<file path="config.mk">
export PLATFORM = sky130hd
export DESIGN_NAME = crt_pfu_queue
export DESIGN_NICKNAME = d
export VERILOG_FILES = /design/src/rtl/crt_pfu_pkg.sv /design/src/rtl/crt_pfu_queue.sv
export SDC_FILE = /design/constraint.sdc
export NUM_CORES = 1
export LEC_CHECK = 0
export BUFFER_PORTS_ARGS = -buffer_cell sky130_fd_sc_hd__buf_2
export CAP_MARGIN = 15
export CORE_MARGIN = 2
export CORE_UTILIZATION = 51
export DETAILED_ROUTE_END_ITERATION = 6
export PLACE_DENSITY_LB_ADDON = 0.15
export SKIP_LAST_GASP = 1
export SLEW_MARGIN = 25
export SYNTH_ARGS = -nofsm -noshare
export SYNTH_HDL_FRONTEND = slang
export SYNTH_SLANG_ARGS = --single-unit
</file>
<file path="constraint.sdc">
create_clock -name clk -period 4 [get_ports clk]
set_input_delay 0.4 -clock clk [delete_from_list [all_inputs] [get_ports clk]]
set_output_delay 0.4 -clock clk [all_outputs]
set_load 0.01 [all_outputs]
</file>
<file path="src/rtl/crt_pfu_pkg.sv">
`timescale 1ns / 1ps
// ----------------------------------------------------------------------------
// crt_pfu_pkg
// Shared types, constants and channel helpers for the phosphor frame update.
// ----------------------------------------------------------------------------
package crt_pfu_pkg;

  localparam int FRAME_PIXELS   = 65536;
  localparam int MAX_LINE_WIDTH = 1024;
  localparam int COUNT_LIMIT    = 1024;
  localparam int WIDTH_LIMIT    = (MAX_LINE_WIDTH < COUNT_LIMIT) ? MAX_LINE_WIDTH : COUNT_LIMIT;

  localparam int ADDR_W   = (FRAME_PIXELS > 1) ? $clog2(FRAME_PIXELS) : 1;
  localparam int CNT_W    = 10;
  localparam int GEOM_W   = 11;
  localparam int DECAY_W  = 19;
  localparam int LIN_W    = CNT_W + GEOM_W;
  localparam int CH_W     = 6;
  localparam int PIX_W    = 22;
  localparam int TERM_W   = 7;
  localparam int PART_W   = 2 * TERM_W;
  localparam int SEEP_W   = 3 * TERM_W;
  localparam int CHARGE_W = 32;
  localparam int CFG_IDX_W  = 2;
  localparam int CFG_DATA_W = DECAY_W;

  localparam int Q_DEPTH = 2;
  localparam int Q_PTR_W = (Q_DEPTH > 1) ? $clog2(Q_DEPTH) : 1;

  localparam logic [CFG_IDX_W-1:0] CFG_LINE_WIDTH = 2'd0;
  localparam logic [CFG_IDX_W-1:0] CFG_LINE_COUNT = 2'd1;
  localparam logic [CFG_IDX_W-1:0] CFG_DRAIN_STEP = 2'd2;

  localparam logic [GEOM_W-1:0]  LINE_WIDTH_RST = 11'd320;
  localparam logic [GEOM_W-1:0]  LINE_COUNT_RST = 11'd200;
  localparam logic [DECAY_W-1:0] DRAIN_STEP_RST = 19'd1228;

  localparam logic [CH_W-1:0] CH_MAX = 6'h3F;

  typedef struct packed {
    logic [31:0] source_colour;
    logic [1:0]  noise_level;
  } in_word_t;

  typedef struct packed {
    logic [PIX_W-1:0] phosphor_colour;
    logic             frame_end;
  } out_word_t;

  typedef struct packed {
    logic [GEOM_W-1:0]  line_width;
    logic [GEOM_W-1:0]  line_count;
    logic [DECAY_W-1:0] drain_step;
  } cfg_t;

  typedef struct packed {
    logic [CH_W-1:0]   ch3;
    logic [CH_W-1:0]   ch2;
    logic [CH_W-1:0]   ch1;
    logic [CH_W-1:0]   ch0;
    logic [1:0]        noise;
    logic [ADDR_W-1:0] addr;
    logic              first_col;
    logic              last;
  } job_t;

  function automatic logic [CH_W-1:0] sat_add6(input logic [CH_W-1:0] a,
                                               input logic [CH_W-1:0] b);
    logic [CH_W:0] s;
    s = {1'b0, a} + {1'b0, b};
    return s[CH_W] ? CH_MAX : s[CH_W-1:0];
  endfunction

  function automatic logic [CH_W-1:0] max6(input logic [CH_W-1:0] a,
                                           input logic [CH_W-1:0] b);
    return (a > b) ? a : b;
  endfunction

  function automatic logic [GEOM_W-1:0] clamp_geom(input logic [GEOM_W-1:0] v);
    logic [GEOM_W-1:0] r;
    if (v == '0) begin
      r = GEOM_W'(1);
    end else if (v > GEOM_W'(WIDTH_LIMIT)) begin
      r = GEOM_W'(WIDTH_LIMIT);
    end else begin
      r = v;
    end
    return r;
  endfunction

  function automatic logic [GEOM_W-1:0] clamp_rows(input logic [GEOM_W-1:0] v);
    logic [GEOM_W-1:0] r;
    if (v == '0) begin
      r = GEOM_W'(1);
    end else if (v > GEOM_W'(COUNT_LIMIT)) begin
      r = GEOM_W'(COUNT_LIMIT);
    end else begin
      r = v;
    end
    return r;
  endfunction

endpackage

</file>
<file path="src/rtl/crt_pfu_queue.sv">
`timescale 1ns / 1ps
// ----------------------------------------------------------------------------
// crt_pfu_queue
// Short job queue between the front and the back.
// ----------------------------------------------------------------------------
module crt_pfu_queue import crt_pfu_pkg::*; (
  input  logic clk,
  input  logic rst_n,
  input  logic push,
  input  job_t push_data,
  input  logic pop,
  output logic full,
  output logic empty,
  output job_t head
);

  job_t               slot_r [Q_DEPTH];
  logic [Q_PTR_W-1:0] wr_ptr_r, wr_ptr_nxt;
  logic [Q_PTR_W-1:0] rd_ptr_r, rd_ptr_nxt;
  logic [Q_PTR_W:0]   cnt_r, cnt_nxt;

  assign full  = (cnt_r == (Q_PTR_W+1)'(Q_DEPTH));
  assign empty = (cnt_r == '0);
  assign head  = slot_r[rd_ptr_r];

  always_comb begin
    wr_ptr_nxt = wr_ptr_r;
    rd_ptr_nxt = rd_ptr_r;
    cnt_nxt    = cnt_r;
    if (push) begin
      wr_ptr_nxt = (wr_ptr_r == Q_PTR_W'(Q_DEPTH - 1)) ? '0 : wr_ptr_r + Q_PTR_W'(1);
    end
    if (pop) begin
      rd_ptr_nxt = (rd_ptr_r == Q_PTR_W'(Q_DEPTH - 1)) ? '0 : rd_ptr_r + Q_PTR_W'(1);
    end
    if (push && !pop) begin
      cnt_nxt = cnt_r + (Q_PTR_W+1)'(1);
    end else if (pop && !push) begin
      cnt_nxt = cnt_r - (Q_PTR_W+1)'(1);
    end
  end

  always_ff @(posedge clk) begin
    if (!rst_n) begin
      wr_ptr_r <= '0;
      rd_ptr_r <= '0;
      cnt_r    <= '0;
    end else begin
      wr_ptr_r <= wr_ptr_nxt;
      rd_ptr_r <= rd_ptr_nxt;
      cnt_r    <= cnt_nxt;
    end
  end

  always_ff @(posedge clk) begin
    if (push) begin
      slot_r[wr_ptr_r] <= push_data;
    end
  end

endmodule

</file>
==> metrics.cfg <==
[drt]
first_pass_iters = 4
avgRoutedWirePerCell_um = 15.6
drc = 0
drt_iter0_markers = 100
drt_wl_total_um = 5310
drt.antenna.violating_nets = 0
route.vias.total = 1716
viasPerCell = 5.03

[synthesis]
synth_area_leaders = edfxtp_1, mux2_2, dfxtp_1, buf_4, and2_1
ys_ff_latch = 93
synthCells = 159
synth_area_mm2 = 0.00339
synth.top_cell.area_share_pct = 77.9
synth_seq_area_share_pct = 80.9
avgSynthCellArea_um2 = 21.3
synth_fp_nets = 208
yosys.area.top_type = edfxtp_1
synth_cell_types = 17
ys_warn_count = 0

[timing]
rsz0062_at_grt = false
fin_setup_tns_ns = 0
slew_viol_final = 0
setup_viol = 0
finalCritPeriodShare_pct = 52.1
post-route-min-period_ns = 2.08
tightest_slew_ns = 0.607
finalHoldViolCount = 0
holdWs_ns = 0.225
worst_clock_skew_ns = 0.00758
fmax_mhz = 480
relSlewSlack_pct = 59.6

[grt]
grt_max_degree = 45
gr-usage-all-layers_pct = 15.9
antenna_found_initial = 0
grt_pass1_vias = 1779
overflow = 0
grt_pass1_wl_um = 8430

[clock_network]
root_buffer = clkbuf_8
cts_tree = built
post_cts_buffers = 0
cts_resized = 0
clk_latency_ns = 0.35
htreeDepth = 3
cts_hold_buf = 0
clk_pin_slew_worst_paths_ns = 0.09
cts.sinks = 93
cts_buffers = 9
cts_buffer_depth = 2

[placement]
place.port_buffers = 93
gp_congestion = 0.678
place_inst = 325
hpwlAfterDp_um = 3310

[layout]
fin_cells = 341
diodes = 0
drive_gt1_share_pct = 59.5
syn_to_final_growth_pct = 22.5
nets = 308
nFillCells = 483

[critical_path]
critPathMaxStageDelay_ns = 0.73
worstPathArrival_ns = 1.68
cp_top_family = flip-flops
crit_required_ns = 3.60
slowest_stage = dfxtp_4
reg2reg_from = wr_ptr_r
worst_setup_path_start_kind = flop
worstSetupPathType = reg -> out
cp-end-kind = primary output
critPathMaxFanout = 44
cp.buffers_inverters = 1
worstPathCellList = mux2_2, buf_2

[floorplan]
chipHeight_um = 85.6
num_rows = 29
core_mm2 = 0.00639
dieArea_mm2 = 0.00732
start_util_pct = 53.1
die_w_um = 85.6
pin_count = 94

[pwr]
powerDensity_mw_per_mm2 = 483
irDropWorstVdd_mv = 0.324
leakagePower_nw = 1.57

[hold_path]
min_from = push_data[14]
holdCritPathClass = in -> reg

[run_status]
outcome = complete, no violations

[flow_run]
maxCapViolations = 0

## per-stage QoR
stage	power [mW]	utilization [%]	setup WS, ns	cell area (µm²)
2_1_floorplan	1.29	-	1.16	3390
3_3_place_gp	1.37	61.6	1.96	3940
3_5_place_dp	1.38	61.7	1.96	3940
4_1_cts	2.03	65.0	1.55	4150
5_1_grt	2.09	65.0	1.84	4150
6_report	2.01	65.0	1.92	4150
## kinds of logic after synthesis
| group | share of synthesized area, % |
|---|---|
| compound gates | 0.590 |
| xor+xnor | 0.775 |
| fa+ha+maj | 0.369 |
| buf+inv | 1.14 |
| flops | 80.9 |
| mux | 14.6 |
| simple gates | 1.66 |
## cells in the mapped netlist, drive strengths merged
cell	count
ha	1
or3	1
edfxtp	88
nor2	1
xnor2	1
a21boi	1
dfxtp	5
xor2	2
and2	4
mux2	44
buf	5
o21ai	1
o21a	1
inv	1
nor2b	2
and2b	1
## registers in the layout, summed over array words and instances, names as in the netlist, named ones only
register and cells:
wr_ptr_r 1, rd_ptr_r 1, slot_r 88, cnt_r 2
## cell type report
cell class	instances	area (µm²)	share of cell area, %
multi-input combinational	60	621	14.9
tap	77	96.3	2.32
timing repair buffer	94	473	11.4
clock inverter	7	90.1	2.17
clock buffer	9	124	2.98
inverter	1	3.75	0.0904
sequential	93	2750	66.1
## layer usage
layer  routed length [µm]  global-route usage [%]  vias up
met5                    0                       0        -
met4                  122                    8.95        0
met3                  406                    6.74       14
met2                 2670                    26.5       60
met1                 2110                    17.1      822
li1                     -                       -      820
## cell usage in the layout, fill, tap and decap left out, types with 2 or more instances in the layout
master	netlist	routed
bufinv_16	0	2
edfxtp_1	88	88
dfxtp_1	5	4
mux2_2	44	44
xor2_1	2	2
clkinv_2	0	2
and2_1	4	3
buf_2	1	93
clkbuf_8	0	9
## power by group
group	leakage, nW	internal, mW	total, mW	switching (mW)
clock	0.107	0.348	0.658	0.310
sequential	0.868	1.12	1.15	0.0303
combinational	0.600	0.105	0.198	0.0927
## worst paths after layout
| check | endpoint | slack [ns] | cells after the start |
|---|---|---|---|
| worst max register to register | slot_r[0][22] | 2.37 | 2 |
| worst min register to register | cnt_r[1] | 0.52 | 2 |
| worst max-delay path | head[23] | 1.92 | 2 |
| worst min-delay path | slot_r[0][14] | 0.23 | 1 |
## worst register-to-register path: stages (launching register included)
cell and delay [ns]:
dfxtp_1 0.35, nor2b_4 0.49, buf_4 0.46
Note: power is estimated with default switching activity, not from simulation.
