**src/rtl/crt_pfu_pkg.sv**
```systemverilog
`timescale 1ns / 1ps
// ----------------------------------------------------------------------------
// crt_pfu_pkg
// Shared types, constants and channel helpers for the phosphor frame update.
// ----------------------------------------------------------------------------
package crt_pfu_pkg;

  localparam int FRAME_PIXELS   = 65536;
  localparam int MAX_LINE_WIDTH = 1024;
  localparam int COUNT_LIMIT    = 1024;
  localparam int WIDTH_LIMIT    = (MAX_LINE_WIDTH < COUNT_LIMIT) ? MAX_LINE_WIDTH : COUNT_LIMIT;

  localparam int ADDR_W   = (FRAME_PIXELS > 1) ? $clog2(FRAME_PIXELS) : 1;
  localparam int CNT_W    = 10;
  localparam int GEOM_W   = 11;
  localparam int DECAY_W  = 19;
  localparam int LIN_W    = CNT_W + GEOM_W;
  localparam int CH_W     = 6;
  localparam int PIX_W    = 22;
  localparam int TERM_W   = 7;
  localparam int PART_W   = 2 * TERM_W;
  localparam int SEEP_W   = 3 * TERM_W;
  localparam int CHARGE_W = 32;
  localparam int CFG_IDX_W  = 2;
  localparam int CFG_DATA_W = DECAY_W;

  localparam int Q_DEPTH = 2;
  localparam int Q_PTR_W = (Q_DEPTH > 1) ? $clog2(Q_DEPTH) : 1;

  localparam logic [CFG_IDX_W-1:0] CFG_LINE_WIDTH = 2'd0;
  localparam logic [CFG_IDX_W-1:0] CFG_LINE_COUNT = 2'd1;
  localparam logic [CFG_IDX_W-1:0] CFG_DRAIN_STEP = 2'd2;

  localparam logic [GEOM_W-1:0]  LINE_WIDTH_RST = 11'd320;
  localparam logic [GEOM_W-1:0]  LINE_COUNT_RST = 11'd200;
  localparam logic [DECAY_W-1:0] DRAIN_STEP_RST = 19'd1228;

  localparam logic [CH_W-1:0] CH_MAX = 6'h3F;

  typedef struct packed {
    logic [31:0] source_colour;
    logic [1:0]  noise_level;
  } in_word_t;

  typedef struct packed {
    logic [PIX_W-1:0] phosphor_colour;
    logic             frame_end;
  } out_word_t;

  typedef struct packed {
    logic [GEOM_W-1:0]  line_width;
    logic [GEOM_W-1:0]  line_count;
    logic [DECAY_W-1:0] drain_step;
  } cfg_t;

  typedef struct packed {
    logic [CH_W-1:0]   ch3;
    logic [CH_W-1:0]   ch2;
    logic [CH_W-1:0]   ch1;
    logic [CH_W-1:0]   ch0;
    logic [1:0]        noise;
    logic [ADDR_W-1:0] addr;
    logic              first_col;
    logic              last;
  } job_t;

  function automatic logic [CH_W-1:0] sat_add6(input logic [CH_W-1:0] a,
                                               input logic [CH_W-1:0] b);
    logic [CH_W:0] s;
    s = {1'b0, a} + {1'b0, b};
    return s[CH_W] ? CH_MAX : s[CH_W-1:0];
  endfunction

  function automatic logic [CH_W-1:0] max6(input logic [CH_W-1:0] a,
                                           input logic [CH_W-1:0] b);
    return (a > b) ? a : b;
  endfunction

  function automatic logic [GEOM_W-1:0] clamp_geom(input logic [GEOM_W-1:0] v);
    logic [GEOM_W-1:0] r;
    if (v == '0) begin
      r = GEOM_W'(1);
    end else if (v > GEOM_W'(WIDTH_LIMIT)) begin
      r = GEOM_W'(WIDTH_LIMIT);
    end else begin
      r = v;
    end
    return r;
  endfunction

  function automatic logic [GEOM_W-1:0] clamp_rows(input logic [GEOM_W-1:0] v);
    logic [GEOM_W-1:0] r;
    if (v == '0) begin
      r = GEOM_W'(1);
    end else if (v > GEOM_W'(COUNT_LIMIT)) begin
      r = GEOM_W'(COUNT_LIMIT);
    end else begin
      r = v;
    end
    return r;
  endfunction

endpackage

```
**src/rtl/crt_pfu_front.sv**
```systemverilog
`timescale 1ns / 1ps
// ----------------------------------------------------------------------------
// crt_pfu_front
// Accepts input words, tracks the raster position and forms store jobs.
// ----------------------------------------------------------------------------
module crt_pfu_front import crt_pfu_pkg::*; (
  input  logic     clk,
  input  logic     rst_n,
  input  cfg_t     cfg,
  input  logic     in_push,
  input  in_word_t in_data,
  input  logic     q_full,
  input  logic     clearing,
  output logic     in_full,
  output logic     q_push,
  output job_t     q_data
);

  logic [CNT_W-1:0]  col_r, col_nxt;
  logic [CNT_W-1:0]  row_r, row_nxt;
  logic [GEOM_W-1:0] width;
  logic [GEOM_W-1:0] rows;
  logic [LIN_W-1:0]  lin;
  logic              col_end;
  logic              row_end;

  assign in_full = q_full | clearing;
  assign q_push  = in_push & ~in_full;

  assign width   = clamp_geom(cfg.line_width);
  assign rows    = clamp_rows(cfg.line_count);
  assign col_end = ({1'b0, col_r} + GEOM_W'(1)) >= width;
  assign row_end = ({1'b0, row_r} + GEOM_W'(1)) >= rows;
  assign lin     = LIN_W'(row_r) * LIN_W'(width) + LIN_W'(col_r);

  always_comb begin
    q_data.ch0       = in_data.source_colour[5:0];
    q_data.ch1       = in_data.source_colour[13:8];
    q_data.ch2       = in_data.source_colour[21:16];
    q_data.ch3       = in_data.source_colour[29:24];
    q_data.noise     = in_data.noise_level;
    q_data.addr      = lin[ADDR_W-1:0];
    q_data.first_col = (col_r == '0);
    q_data.last      = col_end & row_end;
  end

  always_comb begin
    col_nxt = col_r;
    row_nxt = row_r;
    if (q_push) begin
      if (col_end) begin
        col_nxt = '0;
        row_nxt = row_end ? '0 : row_r + CNT_W'(1);
      end else begin
        col_nxt = col_r + CNT_W'(1);
      end
    end
  end

  always_ff @(posedge clk) begin
    if (!rst_n) begin
      col_r <= '0;
      row_r <= '0;
    end else begin
      col_r <= col_nxt;
      row_r <= row_nxt;
    end
  end

endmodule

```
**config.mk**
```make
export PLATFORM = sky130hd
export DESIGN_NAME = crt_pfu_front
export DESIGN_NICKNAME = d
export VERILOG_FILES = /design/src/rtl/crt_pfu_pkg.sv /design/src/rtl/crt_pfu_front.sv
export SDC_FILE = /design/constraint.sdc
export NUM_CORES = 1
export LEC_CHECK = 0
export ABC_AREA = 1
export ABC_CLOCK_PERIOD_IN_PS = 34400
export BUFFER_PORTS_ARGS = -buffer_cell sky130_fd_sc_hd__buf_2
export CAP_MARGIN = 20
export CORE_MARGIN = 5
export CORE_UTILIZATION = 34
export DETAILED_ROUTE_END_ITERATION = 10
export PLACE_DENSITY = 0.61
export SKIP_LAST_GASP = 1
export SLEW_MARGIN = 20
export SYNTH_ARGS = -nofsm -noshare
export SYNTH_HDL_FRONTEND = slang
export SYNTH_SLANG_ARGS = --single-unit
```
**constraint.sdc**
```tcl
create_clock -name clk -period 34.4 [get_ports clk]
set_input_delay 10.32 -clock clk [delete_from_list [all_inputs] [get_ports clk]]
set_output_delay 10.32 -clock clk [all_outputs]
set_load 0.02 [all_outputs]
```
==> results of run 1 <==
[metrics by stage]
step	utilization, %	setup WS (ns)
6_report	36.5	8.05
2_1_floorplan	-	8.91
4_1_cts	36.5	7.96
3_3_place_gp	35.8	7.96
3_5_place_dp	35.8	7.96
5_1_grt	36.5	7.51
[worst max-delay path: stages]
cell and delay [ns]:
buf_2 0.12, nor2_1 0.16, nand3_1 0.11, o21bai_2 0.24, inv_1 0.14, nor2_2 0.45, nand2_1 0.15, fa_1 0.53
inv_1 0.05, fa_1 0.49, inv_1 0.05, fa_1 0.47, inv_1 0.06, fa_1 0.52, inv_1 0.05, fa_1 0.52
inv_1 0.04, ha_1 0.34, nand2_1 0.09, nor2_1 0.06, nand3_1 0.09, nand4_1 0.18, a31oi_1 0.41, nand3_1 0.13
nand2_1 0.08, buf_2 0.16
[metal layers]
metal | routed length, µm | track usage [%]
met2 | 5800 | 24.0
met5 | 0 | 0
met4 | 212 | 3.58
met3 | 787 | 1.52
met1 | 6140 | 20.4
[registers in the layout, indices dropped and copies added, names as in the netlist]
name,count
row_r,10
col_r,10
[layout make-up]
class	count	area share [%]
Clock inverter	1	0.523
Inverter	175	11.4
Timing Repair Buffer	46	4.01
Multi-Input combinational cell	526	71.0
Sequential cell	20	6.98
Tap cell	216	4.71
Clock buffer	3	1.31
[Yosys cell counts]
| library cell | number |
|---|---|
| inv_1 | 170 |
| nand2_1 | 166 |
| nor2_1 | 74 |
| fa_1 | 72 |
| ha_1 | 64 |
| a21oi_1 | 41 |
| nand3_1 | 29 |
| buf_4 | 26 |
| xor2_1 | 21 |
| dfxtp_1 | 20 |
| o21ai_0 | 13 |
| nand4_1 | 9 |
| xnor2_1 | 8 |
| clkbuf_1 | 7 |
| buf_2 | 5 |
| nor3_1 | 5 |
| inv_2 | 4 |
| nor2_2 | 4 |
| nor4_1 | 4 |
| a31oi_1 | 2 |
| nand3b_1 | 2 |
| o21ai_1 | 2 |
| buf_6 | 1 |
| clkinv_1 | 1 |
| nand2_2 | 1 |
| nand2b_1 | 1 |
| nand3_2 | 1 |
| nor2_4 | 1 |
| nor3_4 | 1 |
| o21bai_1 | 1 |
| o21bai_2 | 1 |
| o22ai_1 | 1 |
| o31ai_2 | 1 |
| or2_2 | 1 |
[how the worst max path moves through the flow]
stage                 start         end  slack, ns
global placement    cfg[35]  q_data[17]       7.96
finish              cfg[38]  q_data[17]       8.05
global route        cfg[38]  q_data[17]       7.51
detailed placement  cfg[35]  q_data[17]       7.96
floorplan           cfg[40]  q_data[15]       8.91
CTS                 cfg[35]  q_data[17]       7.96
[report_power, final]
group	switching (mW)	internal, mW	total [mW]
Sequential	0.000288	0.0233	0.0236
Combinational	0.00914	0.00405	0.0132
Clock	0.00987	0.0231	0.0330
[cells by family (layout without fill, tap and decap cells)]
group | after synthesis | count (layout) | share of synthesized area, %
AOI/OAI and AO/OA | 62 | 62 | 6.13
adders and majority gates | 136 | 136 | 41.6
xor gates and xnor gates | 29 | 29 | 4.71
DFF | 20 | 20 | 7.43
buffers and inverters | 214 | 225 | 17.0
and+or+nand+nor | 299 | 299 | 23.2
==> metrics.md, run 1 <==
| Metric | Value |
|---|---|
| Status | complete, no violations |
| Ports | 126 |
| Post-layout min period | 26.35 ns |
| Setup bufs post-CTS | 0 |
| Total power | 0.0697 mW |
| Filler instances | 1,698 |
| Multi-input gate area | 0.00408 mm² |
| Hold_sp | col_r[4] |
| Hold Slack | 0.497 ns |
| Ranking of synthesized cells by area | fa_1 (27%), ha_1 (15%), inv_1 (12%), nand2_1 (12%), dfxtp_1 (7.4%) |
| Total global routing overflow | 0 |
| ANT nets after route | 0 |
| Routability cong. | 0.910 |
| RSZ-0062 raised after global routing | false |
| Placement Rows | 46 |
| Routed WL per cell | 13.1 µm |
| Antenna Diode Count | 0 |
| Type of origin of the critical path | input pin |
| Final Non-Filler Cells | 987 |
| Worst hold endpoint | col_r[4] |
| CTS tree | built |
| Crit path max fanout | 10 |
| CORE AREA | 0.0157 mm² |
| VDD IR max | 0.0000166 V |
| Antenna violations before repair | 0 |
| Post-DP HPWL | 11.0 mm |
| Worst path required time | 24.08 ns |
| Chip height | 136 µm |
| Post-Syn Area per Cell | 7.09 µm² |
| Root Driver | clkbuf_16 |
| Post-synth top area cell | fa_1 |
| CTS sink count | 20 |
| DRT iter0 DRCs | 194 |
| Via count | 4,582 |
| Register area share after synthesis | 7.43% |
| First-pass GRT wire length | 21.9 mm |
| Vias in the first global route | 4,599 |
| Post-synthesis net count | 976 |
| Cts repair resizes | 0 |
| Yosys warnings | 0 |
| Reg clk slew, reported paths | 0.07 ns |
| Relative slew slack | 57.6% |
| R2r endpoint | row_r[9] |
| Area after DPL | 0.00563 mm² |
| Post-route cell area | 0.00574 mm² |
| Fmax | 38.0 MHz |
| Final Hold Vio Count | 0 |
| Period utilization | 76.6% |
| MaxCap Viol Count | 0 |
| Mapped Cells | 760 |
| Max clock buf depth | 2 |
| Starting Density | 34.3% |
| Full die area | 0.0185 mm² |
| Reg-to-reg slack, setup | 31.17 ns |
| Setup total negative slack | 0 ns |
| CP Class | in2out |
| CTS Buf Count | 3 |
| Drt total wl | 12.9 mm |
| Setup crit end kind | output pin |
| Register Area | 400 µm² |
| Setup Viol. Count Final | 0 |
| # port buffers | 46 |
| Skew final | 0.00979 ns |
| Worst slew pin tran | 0.635 ns |
| H-tree depth | 1 |
| Largest net degree at the start of global routing | 17 |
| Worst r2r src | col_r[0] |
| Worst min path class | reg2reg |
| DR DRC count | 0 |
| Commonest non-fill, non-tap cell in the layout | inv_1 |
| Lkg Pwr | 3.13 nW |
| Placed insts | 983 |
| Pre-antenna DRT Iters | 4 |
| Cell Pwr Density | 12.2 mW/mm² |
| Synth Cell Area | 0.00539 mm² |
| WHS Path Cells | 2 |
| Number of synthesized register bits | 20 |
| R2r worst-path depth | 14 |
| Clk Latency, worst-skew pair | 0.26 ns |
| Vias per Instance | 4.64 |
| Share of the synthesized area in the top cell type | 26.7% |
| Fraction of layout cells with a size suffix above 1 | 8.43% |
| P&R area growth vs syn | 6.45% |
| Synth cell types | 34 |
| CP arrival | 16.03 ns |
| Die width | 136 µm |
| Slew Limit Fails | 0 |
| Cts-stage hold buffer count | 0 |
| Most frequent cells in the layout | inv_1 (170), nand2_1 (166), nor2_1 (74) |
| Global Route Usage Sum | 14.5% |
| Fin nets | 988 |
Power figures use the tool's default switching activity.
==> inputs of run 2 (changes only) <==
Settings changed: ABC_AREA 1 to 0, ABC_CLOCK_PERIOD_IN_PS 34400 to 22700, PLACE_DENSITY 0.61 to 0.63.
Clock period 34.4 ns to 22.7 ns, I/O delays scaled along.
==> metrics.md, run 2 <==
| Metric | Value |
|---|---|
| CORE AREA | 0.0157 mm² |
| Post-Syn Area per Cell | 7.90 µm² |
| Drt total wl | 11.4 mm |
| Worst min path class | reg2reg |
| Filler instances | 1,649 |
| Post-DP HPWL | 9.63 mm |
| Fin worst setup slack | 3.41 ns |
| Slowest-stage cell, CP | nor2b_1 |
| Chip height | 136 µm |
| CP Cell Sequence | buf_2 > nor2b_1 > nand2_1 > fa_1 > inv_1 > fa_1 > inv_1 > fa_1 > inv_1 > fa_1 > inv_1 > fa_1 > inv_1 > ha_1 > and4_1 > a211oi_1 > a21oi_1 > nor4_1 > nand3b_1 > buf_2 |
| Main synth FF type | dfxtp_1 |
| Yosys warnings | 0 |
| Hold Slack | 0.561 ns |
| Ports | 126 |
| Setup bufs post-CTS | 0 |
| P&R area growth vs syn | 5.67% |
| DR DRC count | 0 |
| Slew Limit Fails | 0 |
| Number of synthesized flops with an enable pin | 0 |
| Max clock buf depth | 2 |
| Pre-CTS WS | 3.41 ns |
| Setup total negative slack | 0 ns |
| Vias per Instance | 4.70 |
| Largest net degree at the start of global routing | 20 |
| Net Sw Frac | 30.2% |
| H-tree depth | 1 |
| CTS sink count | 20 |
| Skew final | 0.00270 ns |
| ANT nets after route | 0 |
| Synth cell types | 48 |
| Commonest non-fill, non-tap cell in the layout | inv_1 |
| Count leader, synth | inv_1 |
| Post-synthesis net count | 900 |
| CTS Buf Count | 3 |
| Area after DPL | 0.00562 mm² |
| Max incr delay on CP | 0.79 ns |
| Most frequent cells in the layout | inv_1 (126), nand2_1 (92), fa_1 (72) |
| Commonest cells post-synth | inv_1 (126), nand2_1 (92), fa_1 (72) |
| VDD IR max | 0.0000230 V |
| Placed insts | 895 |
| Fin nets | 900 |
| Final core occ | 36.3% |
| MaxCap Viol Count | 0 |
| Final Hold Vio Count | 0 |
| Register area share after synthesis | 7.41% |
| Combinational power share | 26.3% |
| RSZ-0062 raised after global routing | false |
| Routed WL per cell | 12.7 µm |
| CP Class | in2out |
| Antenna violations before repair | 0 |
| Crit path max fanout | 18 |
| Routability cong. | 0.806 |
| Post-route cell area | 0.00571 mm² |
| Starting Density | 34.4% |
| Vias in the first global route | 4,406 |
| Post-layout min period | 19.29 ns |
| Largest regs | col_r (10), row_r (10) |
| Placement Rows | 46 |
| Cell Pwr Density | 18.3 mW/mm² |
| Share of the synthesized area in the top cell type | 26.7% |
| Antenna Diode Count | 0 |
| First-pass GRT wire length | 20.6 mm |
| Fraction of layout cells with a size suffix above 1 | 8.35% |
| Cts-stage hold buffer count | 0 |
| Lkg Pwr | 3.00 nW |
| Relative slew slack | 34.6% |
| Async S/R FF share, synth | 0% |
| Clk Latency, worst-skew pair | 0.25 ns |
| Via count | 4,229 |
| Mapped Cells | 684 |
| Type of origin of the critical path | input pin |
| Worst path required time | 15.89 ns |
| Sw power | 0.0315 mW |
| Reg clk slew, reported paths | 0.06 ns |
| CP arrival | 12.48 ns |
| Total power | 0.104 mW |
| Sequential group share of total power | 35.5% |
| Total global routing overflow | 0 |
| Pre-antenna DRT Iters | 4 |
| Post-synth top area cell | fa_1 |
| Ranking of synthesized cells by area | fa_1 (27%), ha_1 (15%), inv_1 (8.8%), dfxtp_1 (7.4%), nand2_1 (6.4%) |
| Root Driver | clkbuf_16 |
| Synth Cell Area | 0.00540 mm² |
| Worst slew pin tran | 0.979 ns |
| Setup Viol. Count Final | 0 |
| Final Non-Filler Cells | 899 |
| Die width | 136 µm |
| Number of synthesized register bits | 20 |
| DRT iter0 DRCs | 192 |
| Period utilization | 85.0% |
| Setup crit end kind | output pin |
| CTS tree | built |
| Clk pwr share | 38.1% |
| # port buffers | 46 |
| Pint | 0.0728 mW |
| Status | complete, no violations |
| Fmax | 51.9 MHz |
| Cts repair resizes | 0 |
| Global Route Usage Sum | 13.2% |
| Full die area | 0.0185 mm² |
[run 2: cell types whose count changed after synthesis, sizes merged, moves of 12 or more]
cell    previous run  this run
nand2            167        92
and2               0        40
xor2              21         7
nor2              79        33
xnor2              8        25
clkbuf             7        27
inv              174       126
nor2b              0        12
nand3             30        17
a21oi             41        20
[run 2: metal layers]
metal / track usage (%) / vias to the layer above / share of wire (%)
met5: 0 / - / 0
met4: 2.35 / 0 / 0.94
met3: 1.37 / 12 / 3.8
met2: 22.3 / 76 / 46
met1: 18.6 / 2011 / 49
li1: - / 2130 / -
[run 2: kinds of logic after synthesis]
kind of cell	after synthesis	share of synthesized area (%)
AND/OR/NAND/NOR	232	20.8
buffers and inverters	181	14.4
adder cells (fa/ha/maj)	136	41.5
AO/OA/AOI/OAI	82	10.3
XOR/XNOR	33	5.60
flip-flops	20	7.41
[run 2: final cells by class]
type,instances,area [µm²],share of cell area [%]
inverters,128,480,8.41
well taps,216,270,4.73
repair buffers,48,245,4.29
flip-flops and latches,20,400,7.01
multi-input cells,483,4230,74.0
clock buffers,4,88.8,1.56
[run 2: worst paths after layout]
check,from,to,slack [ns],cells after the start
setup / recovery,cfg[40],q_data[16],3.41,20
hold / removal,col_r[5],col_r[5],0.56,2
setup reg to reg,row_r[0],row_r[3],19.12,11
hold reg to reg,col_r[5],col_r[5],0.56,2
[run 2: critical path: cells and delay by family]
| family | cells | cell delay (ns) |
|---|---|---|
| AOI/OAI and AO/OA | 2 | 0.55 |
| buffers and inverters | 7 | 0.61 |
| adders and majority gates | 6 | 2.94 |
| and+or+nand+nor | 5 | 1.55 |
[run 2: power by group through the flow]
| stage | sequential (mW) | combinational, mW | clock (mW) |
|---|---|---|---|
| 2_1_floorplan | 0.0367 | 0.0261 | 0 |
| 3_3_place_gp | 0.0378 | 0.0276 | 0 |
| 3_5_place_dp | 0.0378 | 0.0279 | 0 |
| 4_1_cts | 0.0371 | 0.0280 | 0.0405 |
| 5_1_grt | 0.0373 | 0.0317 | 0.0423 |
| 6_report | 0.0371 | 0.0275 | 0.0398 |
